[config.mk]
export PLATFORM = sky130hd
export DESIGN_NAME = svm_ram
export DESIGN_NICKNAME = d
export VERILOG_FILES = /design/src/hdl/svm_ram.sv
export SDC_FILE = /design/constraint.sdc
export NUM_CORES = 1
export LEC_CHECK = 0
export BUFFER_PORTS_ARGS = -buffer_cell sky130_fd_sc_hd__buf_2
export CAP_MARGIN = 20
export CORE_MARGIN = 3
export CORE_UTILIZATION = 63
export DETAILED_ROUTE_END_ITERATION = 7
export GPL_ROUTABILITY_DRIVEN = 1
export MAX_ROUTING_LAYER = met4
export PLACE_DENSITY = 0.87
export SLEW_MARGIN = 0
export SYNTH_ARGS = -nofsm -noshare
export SYNTH_HDL_FRONTEND = slang
export SYNTH_SLANG_ARGS = --single-unit
[constraint.sdc]
create_clock -name clock -period 2.6 [get_ports clock]
set_clock_uncertainty 0.2 [all_clocks]
set_input_delay 0.13 -clock clock [delete_from_list [all_inputs] [get_ports clock]]
set_output_delay 0.13 -clock clock [all_outputs]
set_load 0.01 [all_outputs]
[src/hdl/svm_ram.sv]
module svm_ram #(
   parameter int Width = 16,
   parameter int Depth = 64
) (
   input  logic                     clock,
   input  logic                     wr_en,
   input  logic [$clog2(Depth)-1:0] wr_addr,
   input  logic [Width-1:0]         wr_data,
   input  logic [$clog2(Depth)-1:0] rd_addr,
   output logic [Width-1:0]         rd_data
);

   logic [Width-1:0] mem_ff [Depth];
   logic [Width-1:0] rd_data_ff;

   // Write one entry, read one registered entry
   always_ff @(posedge clock) begin
      if (wr_en) begin
         mem_ff[wr_addr] <= wr_data;
      end
      rd_data_ff <= mem_ff[rd_addr];
   end

   assign rd_data = rd_data_ff;

endmodule

==> metrics <==
synth top area cells=edfxtp_1, mux4_2, mux2i_1, dfxtp_1, mux2_2; fin crit period=between 2 and 2.5 ns; Placeable Area=between 0.06 and 0.07 mm^2; worst-path fanout max=1; Leak Pwr=~15 nW; Post-Route WL=a little over 100000 um; Final Hold Fails=1; Async S/R FF share, synth=0%; commonest non-fill, non-tap cells in the layout=edfxtp_1, mux4_2, buf_4; Post-Syn Instances=approximately 1800; Post-Synth Adder-Cell Area=0%; XOR/XNOR Fraction of Synth Area=0%; met2 wire length=50300 um; setup TNS=0 ns; Hold Path End=mem_ff[26][13]$_DFFE_PP_; share of the synthesized area in the top cell type=roughly three quarters; root buffer cell=clkbuf_16; GP Congestion=slightly below 0.9; Clk Latency, worst-skew pair=between 0.6 and 0.7 ns; Slew @ Worst Pin=1.12 ns; clock buffer count from CTS=slightly below 100; num rows=between 90 and 100; WL met1=33100 um; Routed met3 length=12200 um; Reg area=about 0.031 mm^2; vias per cell=roughly 7; CTS tree=done; antenna-violating nets left=0; R2R setup slack=around 0.26 ns; first-pass GRT wire length=148000 um; layout net count=2110; Seq/Total Area, Yosys=between 70% and 80%; IO Pins=46; kind of critical path=flop to flop; area of the multi-input gates=0.00825 mm^2; top routing layer in use=met4; Yosys Warn Count=0; Pins Over Slew Limit=0; first drt pass iteration count=8; # Post-CTS Setup Buffers=0; fin area=about 0.046 mm^2; Placement Setup Slack=-0.0661 ns; Worst Path Arrival=around 2.7 ns; FF-to-FF End=rd_data[12]$_DFF_P_; P&R area growth vs syn=13.6%; Num Clock Sinks=between 1000 and 1500; crit path setup slack, layout=roughly 0.26 ns; syn_nets=roughly 1900; clk buf depth=3; Die W=roughly 260 um; clock-pin slew on the worst setup and hold paths=approximately 0.060 ns; HP Start=wr_data[13]; routed length per placed instance=33.7 um; Setup crit start kind=flop; worst hold slack=-0.00101 ns; Top FF cell, synth=edfxtp_1; Hold/Removal Path Class=input port to flop; Filler cells=between 3000 and 4000; Mapped Area=roughly 0.04 mm^2; vias in the first global route=around 21000; unique cell type count in the Yosys netlist=43; H-tree levels=3; dpl hpwl=58400 um; share of cells above drive strength 1=~29%; status=finished with violations; initial antenna violation count=7; max_cap viols=0; reg2reg start=mem_ff[15][12]$_DFFE_PP_; largest family of logic cells by synthesized area=multiplexers; Post-Synth Simple-Gate Area=2.65%; failing checks=design-rule violations, negative hold slack; Syn Area/Cell=21.9 um^2; crit share post-route=about nine tenths; pin count of the biggest net entering global routing=65; FF+latch count, synth=1040; commonest non-fill, non-tap cell in the layout=edfxtp_1; placed inst area=~0.042 mm^2; Core Util, Final=between 70% and 80%; full die area=~0.067 mm^2; # setup viols final=0; post-synthesis compound-gate area fraction=roughly 2.4%; Slew headroom=25.2%; Worst Hold Depth=2; GRT Residual Overflow=0; Required @ worst endpoint=approximately 3 ns; post-synthesis mux area share=15.5%; PD cells=approximately 750 mW/mm^2; Worst IR Drop VDD=0.545 mV; vias=approximately 21000; Yosys top cell by area=edfxtp_1; R2R depth=5; Starting Density=around 64%; Post-synth EDFFs=a little over 1000; DR iter-0 viols=3301; RSZ-0062 raised after global routing=no; die height=around 260 um; CP endpoint kind=flop; DRC=1; GRT Total Usage=32.1%; FMAX=roughly 430 MHz; port buffer count=45
-- cell usage after synthesis (all sizes together) (2+ instances only) --
library cell	number
a211o	8
a211oi	8
a21oi	17
a221o	6
a221oi	16
a22o	6
a22oi	39
a311oi	8
a31oi	8
a41oi	5
and2	2
and4	5
buf	77
clkbuf	27
dfxtp	16
edfxtp	1024
mux2	27
mux2i	85
mux4	224
nand2	60
nand2b	3
nand3	24
nand3b	2
nand4	12
nor2	74
nor2b	30
nor3	2
nor4	3
o21ai	8
-- cell type report --
type                            count  area share [%]
Sequential cell                  1040            68.3
Tap cell                          837            2.30
Multi-Input combinational cell    685            18.1
Clock buffer                      132            5.78
Clock inverter                     42           0.891
Timing Repair Buffer              256            4.56
Antenna cell                       10          0.0550
-- worst max-delay path by stage --
stage	slack, ns	end	cells past startpoint	from
after floorplan	0.24	mem_ff[48][0]$_DFFE_PP_	4	wr_addr[3]
after global placement	-0.04	rd_data[2]$_DFF_P_	7	rd_addr[0]
after detailed placement	-0.07	rd_data[2]$_DFF_P_	7	rd_addr[0]
after CTS	0.28	rd_data[12]$_DFF_P_	5	mem_ff[15][12]$_DFFE_PP_
after global routing	0.26	rd_data[12]$_DFF_P_	5	mem_ff[15][12]$_DFFE_PP_
final	0.26	rd_data[12]$_DFF_P_	5	mem_ff[15][12]$_DFFE_PP_
-- power by group --
| group | leakage [nW] | switching, mW | internal (mW) |
|---|---|---|---|
| Clock | 1.47 | 5.93 | 7.69 |
| Sequential | 9.35 | 0.0781 | 18.6 |
| Combinational | 3.90 | 1.17 | 0.731 |
-- metal layers --
layer,track usage [%],vias up
li1,-,8194
met1,41.1,10600
met2,50.7,1803
met3,6.64,354
met4,14.4,0
met5,-,-
-- worst max-delay path, stage by stage, from the launching register on --
cell      delay (ns)
edfxtp_1        0.42
mux4_2          0.49
mux2_2          0.31
nand2_1         0.10
nand4_1         0.37
and4_1          0.33
-- sequential cells by signal (all words and copies together) (netlist names) --
signal,count
mem_ff,1024
rd_data,16
-- logic make-up (layout without fill, tap and decap cells) --
| kind of cell | count (synthesis) | after routing |
|---|---|---|
| compound gates | 129 | 129 |
| buf+inv | 104 | 430 |
| flops | 1040 | 1040 |
| mux | 336 | 336 |
| other cells | 0 | 10 |
| simple gates | 220 | 220 |
-- through the flow --
stage,instances,power (mW)
after floorplan,1829,19.9
after global placement,2801,20.7
after detailed placement,2801,20.8
after CTS,2992,34.2
after global routing,3000,34.9
final,3002,34.2
-- timing repair --
| action | 4_1_cts | 5_1_grt |
|---|---|---|
| hold endpoints to repair | 334 | 0 |
| resized for setup | 0 | 0 |
| hold buffers | 17 | 0 |
(Power assumes the default switching activity.)
