===== src/hdl/svm_pkg.sv =====
package svm_pkg;

   localparam int FeatWidth  = 16;
   localparam int DistWidth  = 17;
   localparam int SqWidth    = 36;
   localparam int TermWidth  = 34;
   localparam int OutWidth   = 32;
   localparam int KernWidth  = 17;
   localparam int GammaWidth = 16;
   localparam int CountWidth = 7;

   localparam logic [1:0] REQ_SV_FEAT  = 2'd0;
   localparam logic [1:0] REQ_COEF     = 2'd1;
   localparam logic [1:0] REQ_SAMPLE   = 2'd2;

   localparam logic [17:0] Log2eQ16 = 18'd94548;

   typedef enum logic [1:0] {
      ST_IDLE,
      ST_RUN,
      ST_DRAIN,
      ST_OUT
   } state_type;

   // Row control travelling down the distance cells
   typedef struct packed {
      logic valid;
      logic last;
   } tag_type;

   // Return 2^(-i/16) in Q1.16 for i in 0..16
   function automatic logic [16:0] pow2_neg(input logic [4:0] i);
      logic [16:0] t;
      unique case (i)
         5'd0:  t = 17'd65536;
         5'd1:  t = 17'd62757;
         5'd2:  t = 17'd60097;
         5'd3:  t = 17'd57549;
         5'd4:  t = 17'd55109;
         5'd5:  t = 17'd52773;
         5'd6:  t = 17'd50535;
         5'd7:  t = 17'd48393;
         5'd8:  t = 17'd46341;
         5'd9:  t = 17'd44376;
         5'd10: t = 17'd42495;
         5'd11: t = 17'd40693;
         5'd12: t = 17'd38968;
         5'd13: t = 17'd37316;
         5'd14: t = 17'd35734;
         5'd15: t = 17'd34219;
         default: t = 17'd32768;
      endcase
      return t;
   endfunction

endpackage


===== src/hdl/svm_cell.sv =====
// One feature cell: squares the distance of its feature and adds the
// partial sum handed over from the left neighbor.
module svm_cell
   import svm_pkg::*;
(
   input  logic                        clock,
   input  logic signed [FeatWidth-1:0] sv_feat,
   input  logic signed [FeatWidth-1:0] x_feat,
   input  logic [SqWidth-1:0]          sum_left,
   output logic [SqWidth-1:0]          sum_right
);

   logic signed [DistWidth-1:0] d;
   logic [DistWidth-1:0]        m;
   logic [2*DistWidth-1:0]      sq;
   logic [SqWidth-1:0]          sum_ff;
   logic [SqWidth-1:0]          sum_in;

   // Absolute distance, square, accumulate
   always_comb begin
      d      = DistWidth'(sv_feat) - DistWidth'(x_feat);
      m      = d[DistWidth-1] ? DistWidth'(-d) : DistWidth'(d);
      sq     = m * m;
      sum_in = sum_left + SqWidth'(sq);
   end

   always_ff @(posedge clock) begin
      sum_ff <= sum_in;
   end

   assign sum_right = sum_ff;

endmodule


===== config.mk =====
export PLATFORM = sky130hd
export DESIGN_NAME = svm_cell
export DESIGN_NICKNAME = d
export VERILOG_FILES = /design/src/hdl/svm_pkg.sv /design/src/hdl/svm_cell.sv
export SDC_FILE = /design/constraint.sdc
export NUM_CORES = 1
export LEC_CHECK = 0
export ABC_AREA = 1
export CAP_MARGIN = 20
export CORE_MARGIN = 1.5
export CORE_UTILIZATION = 59
export CTS_CLUSTER_DIAMETER = 120
export DETAILED_ROUTE_END_ITERATION = 12
export DONT_BUFFER_PORTS = 1
export PLACE_DENSITY = 0.77
export SETUP_SLACK_MARGIN = 0.1
export SYNTH_ARGS = -nofsm -noshare
export SYNTH_HDL_FRONTEND = slang
export SYNTH_SLANG_ARGS = --single-unit

===== constraint.sdc =====
create_clock -name clock -period 11 [get_ports clock]
set_clock_uncertainty 0.2 [all_clocks]
set_input_delay 2.2 -clock clock [delete_from_list [all_inputs] [get_ports clock]]
set_output_delay 2.2 -clock clock [all_outputs]
set_load 0.02 [all_outputs]

==> impl.org <==
** Status
- Result of the run :: finished, final reports clean

** Global routing
- For this run the aggregate overflow at the end of global routing stands at 0.
- Entering global routing, the biggest net connects 20 pins.
- Number of antenna violations at the first check in global routing :: 0
- Total global routing track utilization :: 26.92%
- The first global-routing pass estimated 43.66 mm of wire.
- The number of global-route vias before repair is 9,544.

** Worst setup path
- Slowest library cell on the worst path :: ha_1
- The cell family contributing the most delay on the critical path is adder cells.
- The critical path is of the in -> reg type.
- STA classifies the critical path endpoint as a flip-flop.
- On the worst path, the slowest cell contributes a delay of 0.79 ns.
- Arrival time of the worst setup path :: 10.04 ns
- Combined buffer and inverter count along the critical path :: 8
- CP startpoint kind :: primary input
- Endpoint required time on the critical path :: 11.00 ns
- In this run the worst path has a maximum fanout of 19.

** Floorplanning
- In this run the count of I/O pins placed on the die edge is 105.
- Chip Width :: 144.3 um
- Row generation in the floorplan step produced 51 rows.
- Die Outline Area :: 0.02084 mm^2
- Starting density of the core :: 60.37%
- The region available for standard cell placement spans 0.01953 mm^2.
- Die Y :: 144.3 um

** Logic synthesis
- Sequential area share after synthesis :: 6.114%
- Dominant cell type by area after synthesis :: fa_1
- Proportion of synthesized area in mux cells :: 0%
- Cell count after synthesis :: 1,484
- In the synthesized netlist the dominant register cell turns out to be dfxtp_1.
- Share of the synthesized area in compound gates (AO/OA/AOI/OAI) :: 4.458%
- In this run, synthesis produced a sequential element count of 36.
- XOR/XNOR share of the synthesized area :: 3.333%
- Summed over its instances, the top area cell type makes up 37.87% of the synthesized netlist area.
- Dominant combinational cell family by area after synthesis :: adder cells
- Cell Area, Synth :: 0.01179 mm^2
- Synth Warn # :: 0
- Synthesized area per cell :: 7.943 um^2
- Post-synthesis share of cell area spent on and, or, nand and nor gates :: 18.02%
- Largest cells by area after synthesis :: fa_1, inv_1, ha_1, nand2_1, dfxtp_1
- For this run, asynchronously set or reset flops after synthesis account for 0%.
- Count of different cell masters after synthesis :: 52
- Yosys mapped a number of flops with a built-in enable equal to 0.
- Adder-cell share of the synthesized area :: 51.67%

** Layout
- Final core utilization :: 62.50%
- The top cell types in the final layout, fill and taps aside, are inv_1, nand2_1, fa_1.
- Area growth from synthesis to final layout :: 3.524%
- 0 antenna diodes ended up in the layout.
- Total of fill cells in the finished design :: 1,752
- Leaving out fill and tap cells, the most frequent cell in the layout is inv_1.
- The register with the most flip-flops in the layout has 36 of them.
- The post-route netlist has 7.056% of its cells at a drive strength greater than 1.
- The final layout contains 1,910 nets.

** Detailed routing
- Summing over every cut layer, the via total after detailed routing is 9,042.
- In this run, the number of DRC markers left after iteration 0 of detailed routing was 527.
- Via count normalized by instance count :: 5.158
- After detailed routing, the average wire length per cell comes to 14.77 um.
- The count of nets left with antenna violations once routing finished came out at 0.
- For this run, design rule violations remaining after detail routing come to 0.
- Drt first pass iters :: 5
- The final layout contains routed wiring with a total length of 25.89 mm.

** Min path
- The path class of the tightest hold or removal check is in -> reg.

** Clock tree
- Number of post-CTS setup repair buffers :: 0
- Maximum count of clock buffers along a single path :: 2
- Clock net sink count :: 36
- After clock tree synthesis, the repair step resized 0 gates.
- Inserted Clock Buffers :: 5
- H-tree depth :: 2
- After clock tree synthesis, the clock-pin slew on the worst setup and hold paths is 0.05 ns.
- CTS tree :: yes
- CTS placed an instance of clkbuf_16 at the clock tree root.
- For this design, the CTS-stage hold fixing added 0 buffers.

** Timing
- Number of pins with negative max-slew slack in the final report :: 0
- Headroom to the max-slew limit came out at 37.71%.
- Period utilization :: 91.24%
- Total negative slack :: 0 ns
- Fmax :: 99.64 MHz
- The number of hold violations in the final report is 0.
- RSZ-0062 raised after global routing :: false
- The smallest clock period supported by the final layout is computed as 10.04 ns.
- Setup violations remaining at the end of the flow were counted as 0.
- Slew at the pin closest to its max-slew limit :: 0.9344 ns

** Place
- Routability-driven placement finished with a final weighted congestion of 0.9447.
- Input and output buffers added on the ports amount to 0.
- DP Wirelength :: 23.03 mm

** Flow run
- Across the run, the number of max-cap violations was 0.
[final timing paths]
check   startpoint       endpoint  slack (ns)  cells past startpoint
max     sv_feat[0]  sum_right[35]        0.96                     34
min    sum_left[0]   sum_right[0]        1.87                      1
[cell usage after synthesis (2+ instances only)]
library cell    n
nor2_1        110
buf_4           5
o21ai_0        29
nand4_1        14
and2_1          2
nand3_1        35
o21ai_1         3
nor3_2          2
buf_2           3
inv_1         447
a221oi_1        2
ha_1          130
xor2_2          2
o21bai_1        2
xor2_1         28
nand2_2        19
a21oi_1        45
nor4_1          3
nand3b_1        5
fa_1          223
a31oi_1         2
inv_2          22
conb_1          2
a21o_1          4
xnor2_1        10
or2_2           2
nand2_1       232
dfxtp_1        36
nor2_4          8
nand3_2         5
nor3_1          2
buf_6           6
nor2_2         23
clkbuf_1        3
[stage by stage]
step	setup slack [ns]	cell area, um^2	cells	hold slack (ns)
3_3_place_gp	0.9357	12050	1746	2.131
6_report	0.9638	12200	1753	1.873
5_1_grt	0.5742	12200	1753	1.860
3_5_place_dp	0.8438	12050	1746	2.147
4_1_cts	1.120	12200	1753	1.868
2_1_floorplan	1.996	11820	1493	2.130
[metal layers]
layer | global-route usage, % | vias up | routed length, um
met4 | 10.10 | 0 | 977
met1 | 32.84 | 4347 | 10490
li1 | - | 4310 | -
met3 | 4.570 | 77 | 1470
met5 | 0 | - | 0
met2 | 47.70 | 308 | 12960
[cell type report]
cell class	count	area (um^2)	area share, %
Timing Repair Buffer	7	52.55	0.4306
Clock buffer	7	152.6	1.251
Inverter	471	1770	14.51
Sequential cell	36	720.7	5.906
Tap cell	265	331.6	2.717
Multi-Input combinational cell	967	9175	75.19
[logic make-up (layout without fill, tap and decap cells)]
kind of cell | after synthesis | in the layout
xor+xnor | 41 | 41
flops | 36 | 36
other cells | 2 | 11
compound gates | 95 | 95
buf+inv | 490 | 485
fa+ha+maj | 353 | 353
simple gates | 467 | 467
Power is left out: the tool's default activity adds up to more than one toggle a clock period on the data nets, which glitch-free logic cannot reach.
