[src/hdl/svm_pkg.sv]
package svm_pkg;

   localparam int FeatWidth  = 16;
   localparam int DistWidth  = 17;
   localparam int SqWidth    = 36;
   localparam int TermWidth  = 34;
   localparam int OutWidth   = 32;
   localparam int KernWidth  = 17;
   localparam int GammaWidth = 16;
   localparam int CountWidth = 7;

   localparam logic [1:0] REQ_SV_FEAT  = 2'd0;
   localparam logic [1:0] REQ_COEF     = 2'd1;
   localparam logic [1:0] REQ_SAMPLE   = 2'd2;

   localparam logic [17:0] Log2eQ16 = 18'd94548;

   typedef enum logic [1:0] {
      ST_IDLE,
      ST_RUN,
      ST_DRAIN,
      ST_OUT
   } state_type;

   // Row control travelling down the distance cells
   typedef struct packed {
      logic valid;
      logic last;
   } tag_type;

   // Return 2^(-i/16) in Q1.16 for i in 0..16
   function automatic logic [16:0] pow2_neg(input logic [4:0] i);
      logic [16:0] t;
      unique case (i)
         5'd0:  t = 17'd65536;
         5'd1:  t = 17'd62757;
         5'd2:  t = 17'd60097;
         5'd3:  t = 17'd57549;
         5'd4:  t = 17'd55109;
         5'd5:  t = 17'd52773;
         5'd6:  t = 17'd50535;
         5'd7:  t = 17'd48393;
         5'd8:  t = 17'd46341;
         5'd9:  t = 17'd44376;
         5'd10: t = 17'd42495;
         5'd11: t = 17'd40693;
         5'd12: t = 17'd38968;
         5'd13: t = 17'd37316;
         5'd14: t = 17'd35734;
         5'd15: t = 17'd34219;
         default: t = 17'd32768;
      endcase
      return t;
   endfunction

endpackage

[src/hdl/svm_kernel.sv]
// Kernel back end: gamma scale, log2(e) scale, table interpolation, shift,
// coefficient product. Each stage registered.
module svm_kernel
   import svm_pkg::*;
(
   input  logic                         clock,
   input  logic [GammaWidth-1:0]        gamma,
   input  logic [SqWidth-1:0]           dist_sq,
   input  logic signed [FeatWidth-1:0]  coef,
   output logic signed [TermWidth-1:0]  term
);

   logic [SqWidth+GammaWidth-1:0] ga_full;
   logic [SqWidth-1:0]            a_ff;
   logic signed [FeatWidth-1:0]   coef1_ff, coef2_ff, coef3_ff, coef4_ff;
   logic [SqWidth+17:0]           y_full;
   logic [37:0]                   y_ff;
   logic [3:0]                    idx;
   logic [11:0]                   r;
   logic [16:0]                   t0, t1, step, p;
   logic [28:0]                   prod;
   logic [16:0]                   p_ff;
   logic [21:0]                   k_ff;
   logic [KernWidth-1:0]          e_ff;
   logic signed [TermWidth-1:0]   term_ff;

   assign ga_full = dist_sq * gamma;
   assign y_full  = a_ff * Log2eQ16;

   // Interpolate the fractional power of two
   always_comb begin
      idx  = y_ff[15:12];
      r    = y_ff[11:0];
      t0   = pow2_neg({1'b0, idx});
      t1   = pow2_neg({1'b0, idx} + 5'd1);
      step = t0 - t1;
      prod = 29'(step) * 29'(r) + 29'd2048;
      p    = t0 - 17'(prod >> 12);
   end

   always_ff @(posedge clock) begin
      a_ff     <= SqWidth'(ga_full >> 16);
      coef1_ff <= coef;
      y_ff     <= 38'(y_full >> 16);
      coef2_ff <= coef1_ff;
      p_ff     <= p;
      k_ff     <= y_ff[37:16];
      coef3_ff <= coef2_ff;
      e_ff     <= (k_ff >= 22'd17) ? '0 : (p_ff >> k_ff[4:0]);
      coef4_ff <= coef3_ff;
      term_ff  <= TermWidth'(coef4_ff) * TermWidth'(signed'({1'b0, e_ff}));
   end

   assign term = term_ff;

endmodule

[config.mk]
export PLATFORM = sky130hd
export DESIGN_NAME = svm_kernel
export DESIGN_NICKNAME = d
export VERILOG_FILES = /design/src/hdl/svm_pkg.sv /design/src/hdl/svm_kernel.sv
export SDC_FILE = /design/constraint.sdc
export NUM_CORES = 2
export LEC_CHECK = 0
export BUFFER_PORTS_ARGS = -buffer_cell sky130_fd_sc_hd__buf_2
export CELL_PAD_IN_SITES_DETAIL_PLACEMENT = 1
export CELL_PAD_IN_SITES_GLOBAL_PLACEMENT = 1
export CORE_ASPECT_RATIO = 0.5
export CORE_MARGIN = 8
export CORE_UTILIZATION = 50
export DETAILED_ROUTE_END_ITERATION = 8
export PLACE_DENSITY_LB_ADDON = 0.1
export SLEW_MARGIN = 20
export SYNTH_ARGS = -nofsm -noshare
export SYNTH_HDL_FRONTEND = slang
export SYNTH_SLANG_ARGS = --single-unit
[constraint.sdc]
create_clock -name clock -period 12.2 [get_ports clock]
set_input_delay 1.83 -clock clock [delete_from_list [all_inputs] [get_ports clock]]
set_output_delay 1.83 -clock clock [all_outputs]
set_load 0.05 [all_outputs]
==> out/results.ini <==
[placed_design]
post-dp-hpwl_mm = 113.0
dp_cells = 6729
portBuffers = 102
postPlaceCellArea_um2 = 52090
place_ws_ns = 0.6530
place.gp.congestion = 0.8796

[finish]
final_area_um2 = 53090
n_fill_cell = 11460
area_delta_synth_final_pct = 5.069
final_cells = 6779
fin_nets = 7108
diodes = 0
drive_above_1_share_pct = 4.177

[logic_synthesis]
async_flop_share_pct = 0
synth_area_um2 = 50530
ys.flop_type = dfxtp_1
synth_edf_count = 0
synth_cells = 5483
yosys_warnings = 0
synth.avg_cell_area_um2 = 9.216
synth_nets = 7176
synth_cell_type_count = 85
ys_seq_elements = 243
ys_seq_area_share_pct = 9.627

[worst_setup_path]
path_delay_family = adder cells
regToRegEndpoint = p_ff[16]
r2r.worst_path.cells = 37
cp-endpoint = p_ff[16]
r2r-start = y_ff[12]
critPathKind = reg2reg
cp_common_cell = fa_1
critPathLaunch = y_ff[12]
critical_path_buf_inv_count = 4
cpPeakStageDelay_ns = 0.66
crit_path_max_fanout = 25
cp.arrival_ns = 11.87
cp_data_required_time_ns = 12.68
cp.depth = 37
endpoint_kind = flop
start_kind = flop
cp_slowest_cell = nor2b_1
r2r_slack_ns = 0.81

[global_route]
antenna_found_initial = 1
grtUsageTotal_pct = 25.29
grt_max_degree = 59
grt_overflow = 0
grt_pass1_wl_mm = 228.9
grt_pass1_vias = 42370

[clocking]
clk_pin_slew_ns = 0.07
clockRootBuffer = clkbuf_16
insertion_delay_ns = 0.60
ctsHoldBuffers = 0
htree_levels = 1
numCtsBuffers = 28
clkSinkCount = 243
cts_buffer_depth = 3
post-cts-setup-buffers = 0
cts-resized-gates = 0
cts_tree = built

[floorplanning]
start_util_pct = 50.46
fp.dieArea_um2 = 112100
rows = 82
die_width_um = 465.6
die_h_um = 240.8
core_um2 = 100100
io_pins = 103

[timing]
hold_violations = 0
min_period_ns = 11.39
fin_setup_tns_ns = 0
tightest_slew_ns = 1.125
setup_viol = 0
slew_viol_final = 0
fin_crit_sh_pct = 93.35
relSlewSlack_pct = 24.73
fmax_mhz = 87.80
finalWorstSetupSlack_ns = 0.8109
skew_ns = 0.01894
rsz0062_at_grt = no

[route]
firstDrtPassIters = 5
drt_iter0_drc = 1754
antenna_left = 0
routed_wirelength_mm = 140.9
drc = 0
vias = 37170
vias_per_cell = 5.483
wl_per_cell_um = 20.78

[job]
cap_violations = 0

[status]
status = finished clean

[hold_path]
hp-start = y_ff[19]
hp-class = reg2reg

==> logic make-up (layout without fill, tap and decap cells) <==
| kind of cell | after synthesis | in the layout | share of synthesized area [%] |
|---|---|---|---|
| adder cells (fa/ha/maj) | 1624 | 1624 | 55.37 |
| AND/OR/NAND/NOR | 1580 | 1580 | 14.98 |
| buffers and inverters | 1349 | 1301 | 10.06 |
| AO/OA/AOI/OAI | 511 | 511 | 6.755 |
| flip-flops | 243 | 243 | 9.627 |
| XOR/XNOR | 147 | 147 | 2.585 |
| multiplexers | 29 | 29 | 0.6215 |
==> cell usage after synthesis (38+ instances only) <==
library cell / number / share of area, %
a21o_1: 67 / 1.0
a21oi_1: 150 / 1.5
and2_1: 342 / 4.2
clkbuf_1: 223 / 1.7
dfxtp_1: 243 / 9.6
fa_1: 1020 / 40
ha_1: 604 / 15
inv_1: 1111 / 8.3
nand2_1: 806 / 6.0
nand2b_1: 38 / 0.47
nand3_1: 66 / 0.65
nor2_1: 120 / 0.89
o21ai_0: 64 / 0.63
xnor2_1: 98 / 1.7
xor2_1: 48 / 0.83
==> worst min-delay path by stage <==
| stage | to | slack [ns] | cells after the start |
|---|---|---|---|
| 2_1_floorplan | coef2_ff[0] | 0.31 | 0 |
| 3_3_place_gp | coef4_ff[13] | 0.31 | 0 |
| 3_5_place_dp | coef3_ff[4] | 0.31 | 0 |
| 4_1_cts | k_ff[3] | 0.32 | 0 |
| 5_1_grt | k_ff[3] | 0.33 | 0 |
| 6_report | k_ff[3] | 0.32 | 0 |
==> placed cells by master (no fill, tap or decap), drive strengths merged, types with 17 or more instances in the layout <==
cell type | netlist | layout
dfxtp | 243 | 243
and2 | 342 | 342
xnor2 | 99 | 99
nor2b | 36 | 36
nand3b | 21 | 21
fa | 1020 | 1020
buf | 13 | 138
xor2 | 48 | 48
o211ai | 25 | 25
a21oi | 150 | 150
mux2i | 19 | 19
nand3 | 66 | 66
clkbuf | 223 | 34
nand2 | 807 | 807
a211oi | 30 | 30
o21bai | 23 | 23
nor2 | 120 | 120
or3 | 17 | 17
and3 | 25 | 25
o21ai | 71 | 71
nand2b | 38 | 38
nor3 | 37 | 37
nor4 | 17 | 17
a21o | 67 | 67
nand4 | 18 | 18
a31oi | 35 | 35
ha | 604 | 604
inv | 1113 | 1119
==> metrics by stage <==
stage	utilization (%)	hold WS, ns
2_1_floorplan	-	0.3096
3_3_place_gp	52.02	0.3097
3_5_place_dp	52.02	0.3132
4_1_cts	53.02	0.3209
5_1_grt	53.02	0.3295
6_report	53.02	0.3201
==> layer usage <==
layer | share of wire, % | vias up | track usage (%)
met3 | 4.2 | 225 | 2.459
met5 | 0 | - | 0
met1 | 44 | 19390 | 33.11
met4 | 2.5 | 0 | 5.988
li1 | - | 16730 | -
met2 | 49 | 819 | 45.58
==> sequential cells by signal (all words and copies together) (netlist names) <==
name	count
k_ff	21
coef2_ff	16
a_ff	36
y_ff	37
coef1_ff	16
term	34
t0	17
p_ff	17
e_ff	17
coef4_ff	16
coef3_ff	16
==> cell type report <==
class,count,area [um2],area share (%)
clock buffer,34,754.5,1.421
clock inverter,16,240.2,0.4525
inverter,1113,4178,7.869
multi-input combinational,3891,40590,76.46
sequential,243,4865,9.163
tap,1344,1682,3.167
timing repair buffer,138,780.7,1.471
Power is left out: the tool's default activity adds up to more than one toggle a clock period on the data nets, which glitch-free logic cannot reach.
